File: src/sv/wbss_pkg.sv
package wbss_pkg;

    // Signature geometry
    localparam int MAX_SIG_BYTES = 16;
    localparam int HIST_DEPTH    = MAX_SIG_BYTES - 1;
    localparam int LEN_W         = 5;
    localparam int POS_W         = $clog2(MAX_SIG_BYTES);
    localparam int CFG_IDX_W     = 3;
    localparam int CFG_DATA_W    = 64;

    // Configuration register indexes
    localparam logic [CFG_IDX_W-1:0] REG_SIG_LOW  = 3'd0;
    localparam logic [CFG_IDX_W-1:0] REG_SIG_HIGH = 3'd1;
    localparam logic [CFG_IDX_W-1:0] REG_WILDCARD = 3'd2;
    localparam logic [CFG_IDX_W-1:0] REG_SIG_LEN  = 3'd3;
    localparam logic [CFG_IDX_W-1:0] REG_MATCH_IDX = 3'd4;
    localparam logic [CFG_IDX_W-1:0] REG_ADDR_OFS = 3'd5;
    localparam logic [CFG_IDX_W-1:0] REG_BASE     = 3'd6;

    // Register contents as seen by the datapath
    typedef struct packed {
        logic [63:0]              sig_low;
        logic [63:0]              sig_high;
        logic [MAX_SIG_BYTES-1:0] wild_mask;
        logic [LEN_W-1:0]         sig_len;
        logic [31:0]              match_idx;
        logic [31:0]              addr_bias;  // base_address + address_offset
    } cfg_t;

    // One result item
    typedef struct packed {
        logic        window_match;
        logic [31:0] match_start;
        logic [31:0] matches_so_far;
        logic        end_of_buffer;
        logic        requested_found;
        logic [31:0] requested_address;
    } res_t;

endpackage

File: src/sv/wbss_ifs.sv
// Byte stream channel
interface wbss_in_if;
    logic       valid;
    logic       ready;
    logic [7:0] data_byte;
    logic       last_byte;

    modport source (output valid, output data_byte, output last_byte, input ready);
    modport sink   (input valid, input data_byte, input last_byte, output ready);
endinterface

// Result channel
interface wbss_out_if;
    logic        valid;
    logic        ready;
    logic        window_match;
    logic [31:0] match_start;
    logic [31:0] matches_so_far;
    logic        end_of_buffer;
    logic        requested_found;
    logic [31:0] requested_address;

    modport source (output valid, output window_match, output match_start,
                    output matches_so_far, output end_of_buffer,
                    output requested_found, output requested_address, input ready);
    modport sink   (input valid, input window_match, input match_start,
                    input matches_so_far, input end_of_buffer,
                    input requested_found, input requested_address, output ready);
endinterface

// Register write channel
interface wbss_cfg_if;
    logic        valid;
    logic        ready;
    logic [2:0]  index;
    logic [63:0] data;

    modport source (output valid, output index, output data, input ready);
    modport sink   (input valid, input index, input data, output ready);
endinterface

File: src/sv/wbss_cfg.sv
module wbss_cfg (
    input  logic                             clk,
    input  logic                             rst_n,
    input  logic                             wr_en,
    input  logic [wbss_pkg::CFG_IDX_W-1:0]   wr_index,
    input  logic [wbss_pkg::CFG_DATA_W-1:0]  wr_data,
    output wbss_pkg::cfg_t                   cfg
);
    import wbss_pkg::*;

    logic [63:0]              sig_low_reg;
    logic [63:0]              sig_high_reg;
    logic [MAX_SIG_BYTES-1:0] wild_reg;
    logic [LEN_W-1:0]         len_reg;
    logic [31:0]              idx_reg;
    logic [31:0]              ofs_reg;
    logic [31:0]              base_reg;
    logic [31:0]              bias_reg;

    // Register file; base plus offset is kept pre-added
    always_ff @(posedge clk or negedge rst_n)
    begin
        if (!rst_n)
        begin
            sig_low_reg  <= '0;
            sig_high_reg <= '0;
            wild_reg     <= '0;
            len_reg      <= LEN_W'(1);
            idx_reg      <= '0;
            ofs_reg      <= '0;
            base_reg     <= '0;
            bias_reg     <= '0;
        end
        else if (wr_en)
        begin
            case (wr_index)
                REG_SIG_LOW:   sig_low_reg  <= wr_data;
                REG_SIG_HIGH:  sig_high_reg <= wr_data;
                REG_WILDCARD:  wild_reg     <= wr_data[MAX_SIG_BYTES-1:0];
                REG_SIG_LEN:   len_reg      <= wr_data[LEN_W-1:0];
                REG_MATCH_IDX: idx_reg      <= wr_data[31:0];
                REG_ADDR_OFS:
                begin
                    ofs_reg  <= wr_data[31:0];
                    bias_reg <= base_reg + wr_data[31:0];
                end
                REG_BASE:
                begin
                    base_reg <= wr_data[31:0];
                    bias_reg <= wr_data[31:0] + ofs_reg;
                end
                default: ;
            endcase
        end
    end

    always_comb
    begin
        cfg.sig_low   = sig_low_reg;
        cfg.sig_high  = sig_high_reg;
        cfg.wild_mask = wild_reg;
        cfg.sig_len   = len_reg;
        cfg.match_idx = idx_reg;
        cfg.addr_bias = bias_reg;
    end

endmodule

File: src/sv/wbss_core.sv
module wbss_core (
    input  logic            clk,
    input  logic            rst_n,
    input  wbss_pkg::cfg_t  cfg,
    input  logic            step,
    input  logic [7:0]      data_byte,
    input  logic            last_byte,
    output wbss_pkg::res_t  res
);
    import wbss_pkg::*;

    localparam logic [31:0] MAX32 = '1;

    logic [7:0]  hist_reg [HIST_DEPTH];
    logic [31:0] pos_reg;
    logic [31:0] cnt_reg;
    logic        req_hit_reg;
    logic [31:0] req_start_reg;

    logic [LEN_W-1:0]         len;
    logic [POS_W-1:0]         len_m1;
    logic [7:0]               win [MAX_SIG_BYTES];
    logic [7:0]               sig [MAX_SIG_BYTES];
    logic [MAX_SIG_BYTES-1:0] lane_ok;
    logic [POS_W-1:0]         k;
    logic                     hit;
    logic [31:0]              start;
    logic                     capture;
    logic [31:0]              cnt_next;
    logic [31:0]              pos_next;
    logic                     req_hit_next;
    logic [31:0]              req_start_next;
    logic                     found;

    // Clamp length to 1..MAX_SIG_BYTES
    always_comb
    begin
        if (cfg.sig_len == '0)
            len = LEN_W'(1);
        else if (cfg.sig_len > LEN_W'(MAX_SIG_BYTES))
            len = LEN_W'(MAX_SIG_BYTES);
        else
            len = cfg.sig_len;
        len_m1 = POS_W'(len - LEN_W'(1));
    end

    // Window bytes: entry 0 is the current byte, entry p is p bytes back
    always_comb
    begin
        win[0] = data_byte;
        for (int p = 1; p < MAX_SIG_BYTES; p++)
            win[p] = hist_reg[p-1];
        for (int j = 0; j < MAX_SIG_BYTES; j++)
            sig[j] = (j < 8) ? cfg.sig_low[(j % 8)*8 +: 8] : cfg.sig_high[(j % 8)*8 +: 8];
    end

    // Per-lane compare; signature byte j sits len-1-j bytes back
    always_comb
    begin
        lane_ok = '0;
        k       = '0;
        for (int j = 0; j < MAX_SIG_BYTES; j++)
        begin
            k = len_m1 - POS_W'(j);
            lane_ok[j] = (POS_W'(j) > len_m1) || cfg.wild_mask[j] || (win[k] == sig[j]);
        end
    end

    // Match, count, capture and address
    always_comb
    begin
        hit     = (pos_reg >= {{(32-POS_W){1'b0}}, len_m1}) && (&lane_ok);
        start   = hit ? (pos_reg - {{(32-POS_W){1'b0}}, len_m1}) : '0;
        capture = hit && !req_hit_reg && (cnt_reg == cfg.match_idx);

        cnt_next       = (hit && cnt_reg != MAX32) ? cnt_reg + 32'd1 : cnt_reg;
        pos_next       = (pos_reg != MAX32) ? pos_reg + 32'd1 : pos_reg;
        req_hit_next   = req_hit_reg || capture;
        req_start_next = capture ? start : req_start_reg;

        found = last_byte && req_hit_next;

        res.window_match      = hit;
        res.match_start       = start;
        res.matches_so_far    = cnt_next;
        res.end_of_buffer     = last_byte;
        res.requested_found   = found;
        res.requested_address = found ? cfg.addr_bias + req_start_next : '0;
    end

    // Byte history
    always_ff @(posedge clk)
    begin
        if (step)
        begin
            hist_reg[0] <= data_byte;
            for (int p = 1; p < HIST_DEPTH; p++)
                hist_reg[p] <= hist_reg[p-1];
        end
    end

    // Per-buffer state, cleared after the last byte
    always_ff @(posedge clk or negedge rst_n)
    begin
        if (!rst_n)
        begin
            pos_reg       <= '0;
            cnt_reg       <= '0;
            req_hit_reg   <= 1'b0;
            req_start_reg <= '0;
        end
        else if (step)
        begin
            if (last_byte)
            begin
                pos_reg       <= '0;
                cnt_reg       <= '0;
                req_hit_reg   <= 1'b0;
                req_start_reg <= '0;
            end
            else
            begin
                pos_reg       <= pos_next;
                cnt_reg       <= cnt_next;
                req_hit_reg   <= req_hit_next;
                req_start_reg <= req_start_next;
            end
        end
    end

    a_last_clears: assert property (@(posedge clk) disable iff (!rst_n)
        step && last_byte |=> pos_reg == '0 && cnt_reg == '0 && !req_hit_reg)
        else $error("buffer state not cleared after last item");

    a_idle_holds: assert property (@(posedge clk) disable iff (!rst_n)
        !step |=> $stable(pos_reg) && $stable(cnt_reg) && $stable(req_hit_reg))
        else $error("buffer state moved without an item");

    a_count_step: assert property (@(posedge clk) disable iff (!rst_n)
        step && !last_byte && hit && cnt_reg != MAX32 |=> cnt_reg == $past(cnt_reg) + 32'd1)
        else $error("match counter missed a match");

endmodule

File: src/sv/wildcard_byte_signature_scanner.sv
// Channel  Dir  Handshake      Payload
// stream   in   valid/ready    data_byte[7:0], last_byte
// result   out  valid/ready    window_match, match_start[31:0], matches_so_far[31:0],
//                              end_of_buffer, requested_found, requested_address[31:0]
// cfg      in   valid/ready    index[2:0], data[63:0] (ready always high)
//
// One item per cycle sustained while the result side does not stall; each item passes
// through the input register, then compare/count logic into the result register.
// All 16 signature lanes compare in parallel against a 15-byte history shift register.
// rst_n is asynchronous; it clears the pipeline valids, buffer state and registers.
// A stalled result holds both registers; the input side keeps accepting while either
// stage has room.
module wildcard_byte_signature_scanner (
    input  logic        clk,
    input  logic        rst_n,
    wbss_in_if.sink     stream,
    wbss_out_if.source  result,
    wbss_cfg_if.sink    cfg
);
    import wbss_pkg::*;

    cfg_t        cfg_q;
    res_t        res_calc;

    logic        in_vld_reg;
    logic [7:0]  in_data_reg;
    logic        in_last_reg;
    logic        res_vld_reg;
    res_t        res_reg;
    logic        advance;
    logic        take_in;

    assign cfg.ready = 1'b1;

    wbss_cfg u_cfg (
        .clk      (clk),
        .rst_n    (rst_n),
        .wr_en    (cfg.valid),
        .wr_index (cfg.index),
        .wr_data  (cfg.data),
        .cfg      (cfg_q)
    );

    // Pipeline control
    assign advance      = in_vld_reg && (!res_vld_reg || result.ready);
    assign stream.ready = !in_vld_reg || advance;
    assign take_in      = stream.valid && stream.ready;

    wbss_core u_core (
        .clk       (clk),
        .rst_n     (rst_n),
        .cfg       (cfg_q),
        .step      (advance),
        .data_byte (in_data_reg),
        .last_byte (in_last_reg),
        .res       (res_calc)
    );

    // Input register
    always_ff @(posedge clk or negedge rst_n)
    begin
        if (!rst_n)
            in_vld_reg <= 1'b0;
        else if (take_in)
            in_vld_reg <= 1'b1;
        else if (advance)
            in_vld_reg <= 1'b0;
    end

    always_ff @(posedge clk)
    begin
        if (take_in)
        begin
            in_data_reg <= stream.data_byte;
            in_last_reg <= stream.last_byte;
        end
    end

    // Result register
    always_ff @(posedge clk or negedge rst_n)
    begin
        if (!rst_n)
            res_vld_reg <= 1'b0;
        else if (advance)
            res_vld_reg <= 1'b1;
        else if (result.ready)
            res_vld_reg <= 1'b0;
    end

    always_ff @(posedge clk)
    begin
        if (advance)
            res_reg <= res_calc;
    end

    assign result.valid             = res_vld_reg;
    assign result.window_match      = res_reg.window_match;
    assign result.match_start       = res_reg.match_start;
    assign result.matches_so_far    = res_reg.matches_so_far;
    assign result.end_of_buffer     = res_reg.end_of_buffer;
    assign result.requested_found   = res_reg.requested_found;
    assign result.requested_address = res_reg.requested_address;

    a_fill_result: assert property (@(posedge clk) disable iff (!rst_n)
        in_vld_reg && !res_vld_reg |=> res_vld_reg)
        else $error("item stuck in input register");

    a_found_at_end: assert property (@(posedge clk) disable iff (!rst_n)
        res_vld_reg && res_reg.requested_found |-> res_reg.end_of_buffer)
        else $error("requested match reported before end of buffer");

    a_start_zero: assert property (@(posedge clk) disable iff (!rst_n)
        res_vld_reg && !res_reg.window_match |-> res_reg.match_start == '0)
        else $error("start reported without a match");

endmodule

File: src/flat_wrapper.sv
// flat-port wrapper written by rule: the top's interface ports become plain ports
module wildcard_byte_signature_scanner_flat import wbss_pkg::*;
  (clk, rst_n, stream_valid, stream_data_byte, stream_last_byte, stream_ready, result_valid, result_window_match, result_match_start, result_matches_so_far, result_end_of_buffer, result_requested_found, result_requested_address, result_ready, cfg_valid, cfg_index, cfg_data, cfg_ready);
  wbss_in_if stream_i ();
  wbss_out_if result_i ();
  wbss_cfg_if cfg_i ();
  input  logic clk;
  input  logic rst_n;
  input wire logic [$bits(stream_i.valid)-1:0] stream_valid;
  input wire logic [$bits(stream_i.data_byte)-1:0] stream_data_byte;
  input wire logic [$bits(stream_i.last_byte)-1:0] stream_last_byte;
  output wire logic [$bits(stream_i.ready)-1:0] stream_ready;
  output wire logic [$bits(result_i.valid)-1:0] result_valid;
  output wire logic [$bits(result_i.window_match)-1:0] result_window_match;
  output wire logic [$bits(result_i.match_start)-1:0] result_match_start;
  output wire logic [$bits(result_i.matches_so_far)-1:0] result_matches_so_far;
  output wire logic [$bits(result_i.end_of_buffer)-1:0] result_end_of_buffer;
  output wire logic [$bits(result_i.requested_found)-1:0] result_requested_found;
  output wire logic [$bits(result_i.requested_address)-1:0] result_requested_address;
  input wire logic [$bits(result_i.ready)-1:0] result_ready;
  input wire logic [$bits(cfg_i.valid)-1:0] cfg_valid;
  input wire logic [$bits(cfg_i.index)-1:0] cfg_index;
  input wire logic [$bits(cfg_i.data)-1:0] cfg_data;
  output wire logic [$bits(cfg_i.ready)-1:0] cfg_ready;
  assign stream_i.valid = stream_valid;
  assign stream_i.data_byte = stream_data_byte;
  assign stream_i.last_byte = stream_last_byte;
  assign stream_ready = stream_i.ready;
  assign result_valid = result_i.valid;
  assign result_window_match = result_i.window_match;
  assign result_match_start = result_i.match_start;
  assign result_matches_so_far = result_i.matches_so_far;
  assign result_end_of_buffer = result_i.end_of_buffer;
  assign result_requested_found = result_i.requested_found;
  assign result_requested_address = result_i.requested_address;
  assign result_i.ready = result_ready;
  assign cfg_i.valid = cfg_valid;
  assign cfg_i.index = cfg_index;
  assign cfg_i.data = cfg_data;
  assign cfg_ready = cfg_i.ready;
  wildcard_byte_signature_scanner u_core (.clk(clk), .rst_n(rst_n), .stream(stream_i), .result(result_i), .cfg(cfg_i));
endmodule
File: config.mk
export PLATFORM = sky130hd
export DESIGN_NAME = wildcard_byte_signature_scanner_flat
export DESIGN_NICKNAME = d
export VERILOG_FILES = /design/src/sv/wbss_pkg.sv /design/src/sv/wbss_ifs.sv /design/src/sv/wbss_cfg.sv /design/src/sv/wbss_core.sv /design/src/sv/wildcard_byte_signature_scanner.sv /design/src/flat_wrapper.sv
export SDC_FILE = /design/constraint.sdc
export NUM_CORES = 1
export LEC_CHECK = 0
export BUFFER_PORTS_ARGS = -buffer_cell sky130_fd_sc_hd__buf_2
export CAP_MARGIN = 15
export CORE_MARGIN = 2
export CORE_UTILIZATION = 50
export CTS_CLUSTER_SIZE = 28
export DETAILED_ROUTE_END_ITERATION = 7
export GPL_TIMING_DRIVEN = 0
export PLACE_DENSITY_LB_ADDON = 0.2
export SYNTH_ARGS = -nofsm -noshare
export SYNTH_HDL_FRONTEND = slang
export SYNTH_HIERARCHICAL = 1
export SYNTH_SLANG_ARGS = --single-unit
File: constraint.sdc
create_clock -name clk -period 8.7 [get_ports clk]
set_input_delay 0 -clock clk [delete_from_list [all_inputs] [get_ports clk]]
set_output_delay 0 -clock clk [all_outputs]
set_load 0.1 [all_outputs]
==> run metrics, run 1 <==
Area Growth Syn to Fin 18.1%; die width 276 um; worst path arrival time 8810 ps; Detailed Route WL 126 mm; Yosys top cell by area dfrtp_1; DP HPWL 95.8 mm; vias in the first global route 28.2k; antenna violations before repair 1; Final setup viols 0; CTS tree done; CP required 9030 ps; first-pass GRT wire length 185 mm; routed len/inst 28.2 um; status finished with violations; Ports 183; clk sink count 604; GP Congestion 1.02; sequential share of the synthesized area 44.0%; CORE AREA 0.0731 mm^2; die height 276 um; I/O Buffers 180; Largest register FFs 120; commonest cells in the netlist dfrtp_1 (375), mux2_2 (270), edfxtp_1 (228), mux4_2 (178), mux2i_1 (172); total vias in the final route 28.6k; Peak supply drop 0.000223 V; Setup Crit Path Kind flip-flop to flip-flop; depth of the worst register-to-register path 34; post-route antenna net violation count 0; R2R Path End u_core/result.requested_address[15]; DRT iter0 DRCs 2908; Switching Power 5.70 mW; Synth area leaders dfrtp_1 (25%), edfxtp_1 (19%), mux4_2 (11%), mux2_2 (8.2%), mux2i_1 (4.7%); Synth Flop Type dfrtp_1; Hold Path End u_core/u_cfg/len_reg[1]; Initial Util 50.6%; Crit Path Max Fanout 10; min-delay src cfg_index[2]; fin nets 3610; worst r2r src u_core/u_cfg/len_reg[3]; Crit. End Element flip-flop; worst-margin pin slew 1160 ps; LEAKAGE 17.8 nW; synthesis-stage register bit count 604; YS warnings 6; Clock Power Share 20.8%; Layout Utilization 59.7%; Final Cycle Share 97.6%; min Tclk post-route 8490 ps; max-slew violations 0; drt drc 15; clock skew 29.3 ps; r2r setup slk 210 ps; cell area after synthesis 0.0369 mm^2; slowest stage delay, CP 570 ps; Max-slew headroom 22.7%; CTS Buffer Depth 3; total CTS buffers 72; Combinational Power Share 51.4%; Clk Latency, worst-skew pair 630 ps; htree depth 3; Synth async-reset ratio 62.3%; Clk pin slew, worst setup/hold paths 60 ps; global route overflow 0; Pwr Total 13.9 mW; Distinct cells, synth 96; FMAX 118 MHz; count leader, synth dfrtp_1; Max Cap Viol 0; CTS root buffer clkbuf_16; syn_nets 3219; Synth top area share 25.4%; pwr dens 320 mW/mm^2; Slowest-stage cell, CP or4_4; number of vias per cell 6.41; 1st-pass router iterations 8; antenna fix cells 0; Post-synth EDFFs 228; layout cell share with drive strength beyond 1 28.6%; die area 0.0761 mm^2; largest net degree at the start of global routing 113; Hold Path Depth 3; worst min-delay path category input pin to flip-flop; Post-Synthesis Cells 3053; failing checks DRC; Flop pwr share 27.8%; Synth Area per Inst 12.1 um^2; # rows 99; startpoint types flip-flop; Global Route Usage Sum 33.0%; cell internal pwr 8.25 mW; CP most frequent cell a21o_1; Hold Vio Cnt, Final 0; Switching Fraction 40.9%
[cell usage in the layout, fill, tap and decap left out, types with 30 or more instances in the layout]
cell           count
mux2_2           270
nand2_1          161
mux2i_1          160
xor2_1           130
xnor2_1          156
clkbuf_16         78
a21o_1            32
inv_1             63
nand4_1           61
nor2_1           163
o21ai_1           32
dlygate4sd3_1     82
buf_4             65
nor3_1            30
o21ai_0           46
mux4_2           178
a22o_1            32
dfrtp_1          371
ha_1              76
nand3_1           62
edfxtp_1         228
clkbuf_1         116
a21oi_1          111
buf_2            210
[power by group through the flow]
stage,Sequential (mW),Combinational [mW],Clock [mW]
finish,3.88,7.17,2.90
detailed placement,3.91,6.34,0
CTS,3.87,6.91,2.95
global route,3.92,7.51,3.06
global placement,3.90,6.24,0
floorplan,4.05,4.31,0
[area by class of cell]
type | instances | area, um^2
well taps | 959 | 1200
inverters | 70 | 285
multi-input cells | 2180 | 20200
fillers | 5906 | 29500
plain buffers | 190 | 1070
clock buffers | 95 | 2010
flip-flops and latches | 604 | 16300
repair buffers | 326 | 2410
clock inverters | 34 | 244
[critical path, delay by kind of cell (launching register included)]
kind | cells | cell delay [ps]
compound gates | 10 | 2350
simple gates | 8 | 2130
buf+inv | 8 | 1210
xor+xnor | 4 | 810
fa+ha+maj | 3 | 740
mux | 1 | 530
flops | 1 | 410
[through the flow]
step	TNS (ps)	area, um^2	hold WS (ps)	setup slack (ps)	instances
floorplan	0	37000	-296	4.68	3053
CTS	-21.1	43300	16.9	-21.1	4439
finish	0	43600	41.3	213	4458
global route	-60.1	43600	85.8	-47.2	4458
global placement	-107010	39100	178	-3820	4192
detailed placement	-82390	39300	26.8	-3630	4199
[how the worst max path moves through the flow]
stage	from	to	slack (ps)	depth (start not counted)
5_1_grt	u_core/u_cfg/len_reg[1]	u_core/result.requested_address[28]	-50	37
4_1_cts	u_core/u_cfg/len_reg[2]	u_core/result.requested_address[31]	-20	36
3_3_place_gp	u_core/u_cfg/len_reg[1]	u_core/result.requested_address[31]	-3820	35
2_1_floorplan	u_core/u_cfg/len_reg[1]	u_core/result.requested_address[31]	5	37
6_report	u_core/u_cfg/len_reg[3]	u_core/result.requested_address[15]	210	34
3_5_place_dp	u_core/u_cfg/len_reg[1]	u_core/result.requested_address[31]	-3630	37
[cells by family (layout without fill, tap and decap cells)]
family          after synthesis  after routing  synth area share (%)
mux                         627            627                  24.0
buf+inv                     269            715                  3.05
other cells                   1              1                0.0101
compound gates              470            470                  8.85
fa+ha+maj                    90             90                  3.07
flops                       604            604                  44.0
simple gates                697            697                  9.92
xor+xnor                    295            295                  7.15
[per-layer routing]
layer,share of wire [%],track usage [%],wire length (um),vias up
li1,-,-,-,12400
met1,38,41.4,48200,14500
met2,47,53.8,59600,1381
met3,7.7,6.09,9640,319
met4,6.5,19.5,8170,0
met5,0,0,0,-
[timing repair]
item / CTS / global route
hold buffers: 83 / 0
pin swaps: 38 / 35
gates cloned: 1 / 0
buffers inserted: 32 / 23
hold endpoints to repair: 481 / 0
setup endpoints to repair: 98 / 13
resized for setup: 158 / 46
No activity file was read; power rests on OpenSTA's default activity.
==> inputs of run 2 (changes only) <==
--- a/config.mk
+++ b/config.mk
@@ -13,6 +13,7 @@
 export DETAILED_ROUTE_END_ITERATION = 7
 export GPL_TIMING_DRIVEN = 0
 export PLACE_DENSITY_LB_ADDON = 0.2
+export RECOVER_POWER = 25
 export SYNTH_ARGS = -nofsm -noshare
 export SYNTH_HDL_FRONTEND = slang
 export SYNTH_HIERARCHICAL = 1
==> run 2 against run 1 <==
Net effect:
- the flow finishes with violations (DRC, capacitance limit, slew limit)
- wire length is essentially flat
- hold slack better by 12 ps
- sequential share of layout area is 0.12 points higher
- power barely moved
- sequential power barely moved
- non-clock buffer count did not move
- clock skew is 1.2 ps higher
- cell count unchanged
- largest power group unchanged
- setup slack better by 2.1 ps
- highest routed layer unchanged
==> run metrics, run 2 (synthesis gave the netlist of run 1 again) <==
CP most frequent cell a21o_1; GP Congestion 1.02; clk sink count 604; largest net degree at the start of global routing 113; fin area 0.0435 mm^2; Layout Utilization 59.5%; Ports 183; DP Area 0.0393 mm^2; DP HPWL 95.8 mm; Peak supply drop 0.000224 V; CTS tree done; CORE AREA 0.0731 mm^2; Detailed Route WL 126 mm; die width 276 um; hold slack final 53.0 ps; CTS root buffer clkbuf_16; die area 0.0761 mm^2; failing checks DRC, capacitance limit, slew limit; routed len/inst 28.2 um; antenna fix cells 0; Pwr Total 13.9 mW; Final Cycle Share 97.5%; Hold Vio Cnt, Final 0; post-route antenna net violation count 0; worst-margin pin slew 4880 ps; CP required 9020 ps; startpoint types flip-flop; Largest register FFs 120; layout cell share with drive strength beyond 1 27.0%; max-slew violations 284; total vias in the final route 28.6k; clock skew 30.5 ps; dpl ws -3630 ps; Area Growth Syn to Fin 17.7%; CTS Buffer Depth 3; Flop pwr share 27.8%; Crit Path Max Fanout 10; htree depth 3; DRT iter0 DRCs 2863; Clk Latency, worst-skew pair 630 ps; first-pass GRT wire length 185 mm; FMAX 118 MHz; Clk pin slew, worst setup/hold paths 60 ps; drt drc 15; fill count 5946; die height 276 um; Max-slew headroom -225%; worst min-delay path category input pin to flip-flop; Clock Power Share 20.8%; most common cell after layout, fill and taps aside dfrtp_1; commonest non-fill, non-tap cells in the layout dfrtp_1 (371), mux2_2 (270), edfxtp_1 (228), mux4_2 (178), clkbuf_1 (171); Crit. End Element flip-flop; vias in the first global route 28.2k; Max Cap Viol 4; LEAKAGE 17.6 nW; Switching Power 5.70 mW; Global Route Usage Sum 33.0%; Combinational Power Share 51.4%; fin nets 3610; # rows 99; pwr dens 321 mW/mm^2; number of vias per cell 6.41; Initial Util 50.6%; worst path arrival time 8810 ps; status finished with violations; 1st-pass router iterations 8; Setup Crit Path Kind flip-flop to flip-flop; cell internal pwr 8.24 mW; total CTS buffers 72; antenna violations before repair 1; min Tclk post-route 8480 ps; Switching Fraction 40.9%; I/O Buffers 180; Final setup viols 0; global route overflow 0; Slowest-stage cell, CP or4_4; fin worst setup slack 215 ps; slowest stage delay, CP 570 ps
[run 2: path summary, 6_finish.rpt]
path / depth (start not counted) / slack [ps] / to / start
setup reg to reg: 34 / 220 / u_core/result.requested_address[15] / u_core/u_cfg/len_reg[3]
max in group asynchronous: 4 / 1560 / u_core/u_cfg/len_reg[1] / rst_n
hold reg to reg: 2 / 480 / u_core/u_cfg/base_reg[1] / u_core/u_cfg/base_reg[1]
setup / recovery: 34 / 220 / u_core/result.requested_address[15] / u_core/u_cfg/len_reg[3]
min in group asynchronous: 3 / 1230 / u_core/u_core/req_start_reg[30] / rst_n
hold / removal: 3 / 50 / u_core/u_cfg/len_reg[1] / cfg_index[2]
[run 2: power groups by stage]
stage               logic, mW  clock network, mW  registers [mW]
finish                   7.17               2.89            3.88
global route             7.50               3.06            3.92
CTS                      6.91               2.95            3.87
detailed placement       6.34                  0            3.91
global placement         6.24                  0            3.90
floorplan                4.31                  0            4.05
[run 2: metrics by stage]
stage / instances / TNS (ps)
CTS: 4439 / -21.1
global route: 4458 / -60.1
finish: 4458 / 0
detailed placement: 4199 / -82390
global placement: 4192 / -107010
floorplan: 3053 / 0
[run 2: what timing repair did]
item                                   4_1_cts  5_1_grt
gates resized for setup                    158       46
hold buffers                                83        0
setup buffers                               32       23
pin swaps                                   38       35
endpoints found under the hold margin      481        0
cloned                                       1        0
setup endpoints to repair                   98       13
[run 2: worst max-delay path, delay by kind of cell, from the launching register on]
family,cells,cell delay (ps)
buf+inv,8,1200
fa+ha+maj,3,740
mux,1,530
simple gates,8,2160
xor+xnor,4,830
flops,1,410
compound gates,10,2310
[run 2: metal layers]
layer | GRT usage (%) | vias to the layer above | share of wire, %
li1 | - | 12400 | -
met4 | 19.5 | 0 | 6.5
met3 | 6.09 | 322 | 7.6
met1 | 41.4 | 14500 | 38
met5 | 0 | - | 0
met2 | 53.8 | 1356 | 47
[run 2: layout make-up]
cell class                 instances  area, um^2  area share [%]
sequential                       604       16300            37.4
tap                              959        1200            2.76
clock buffer                      95        2010            4.61
multi-input combinational       2180       20100            46.3
timing repair buffer             326        2290            5.26
clock inverter                    34         244           0.561
inverter                          70         285           0.656
buffer                           190        1060            2.45
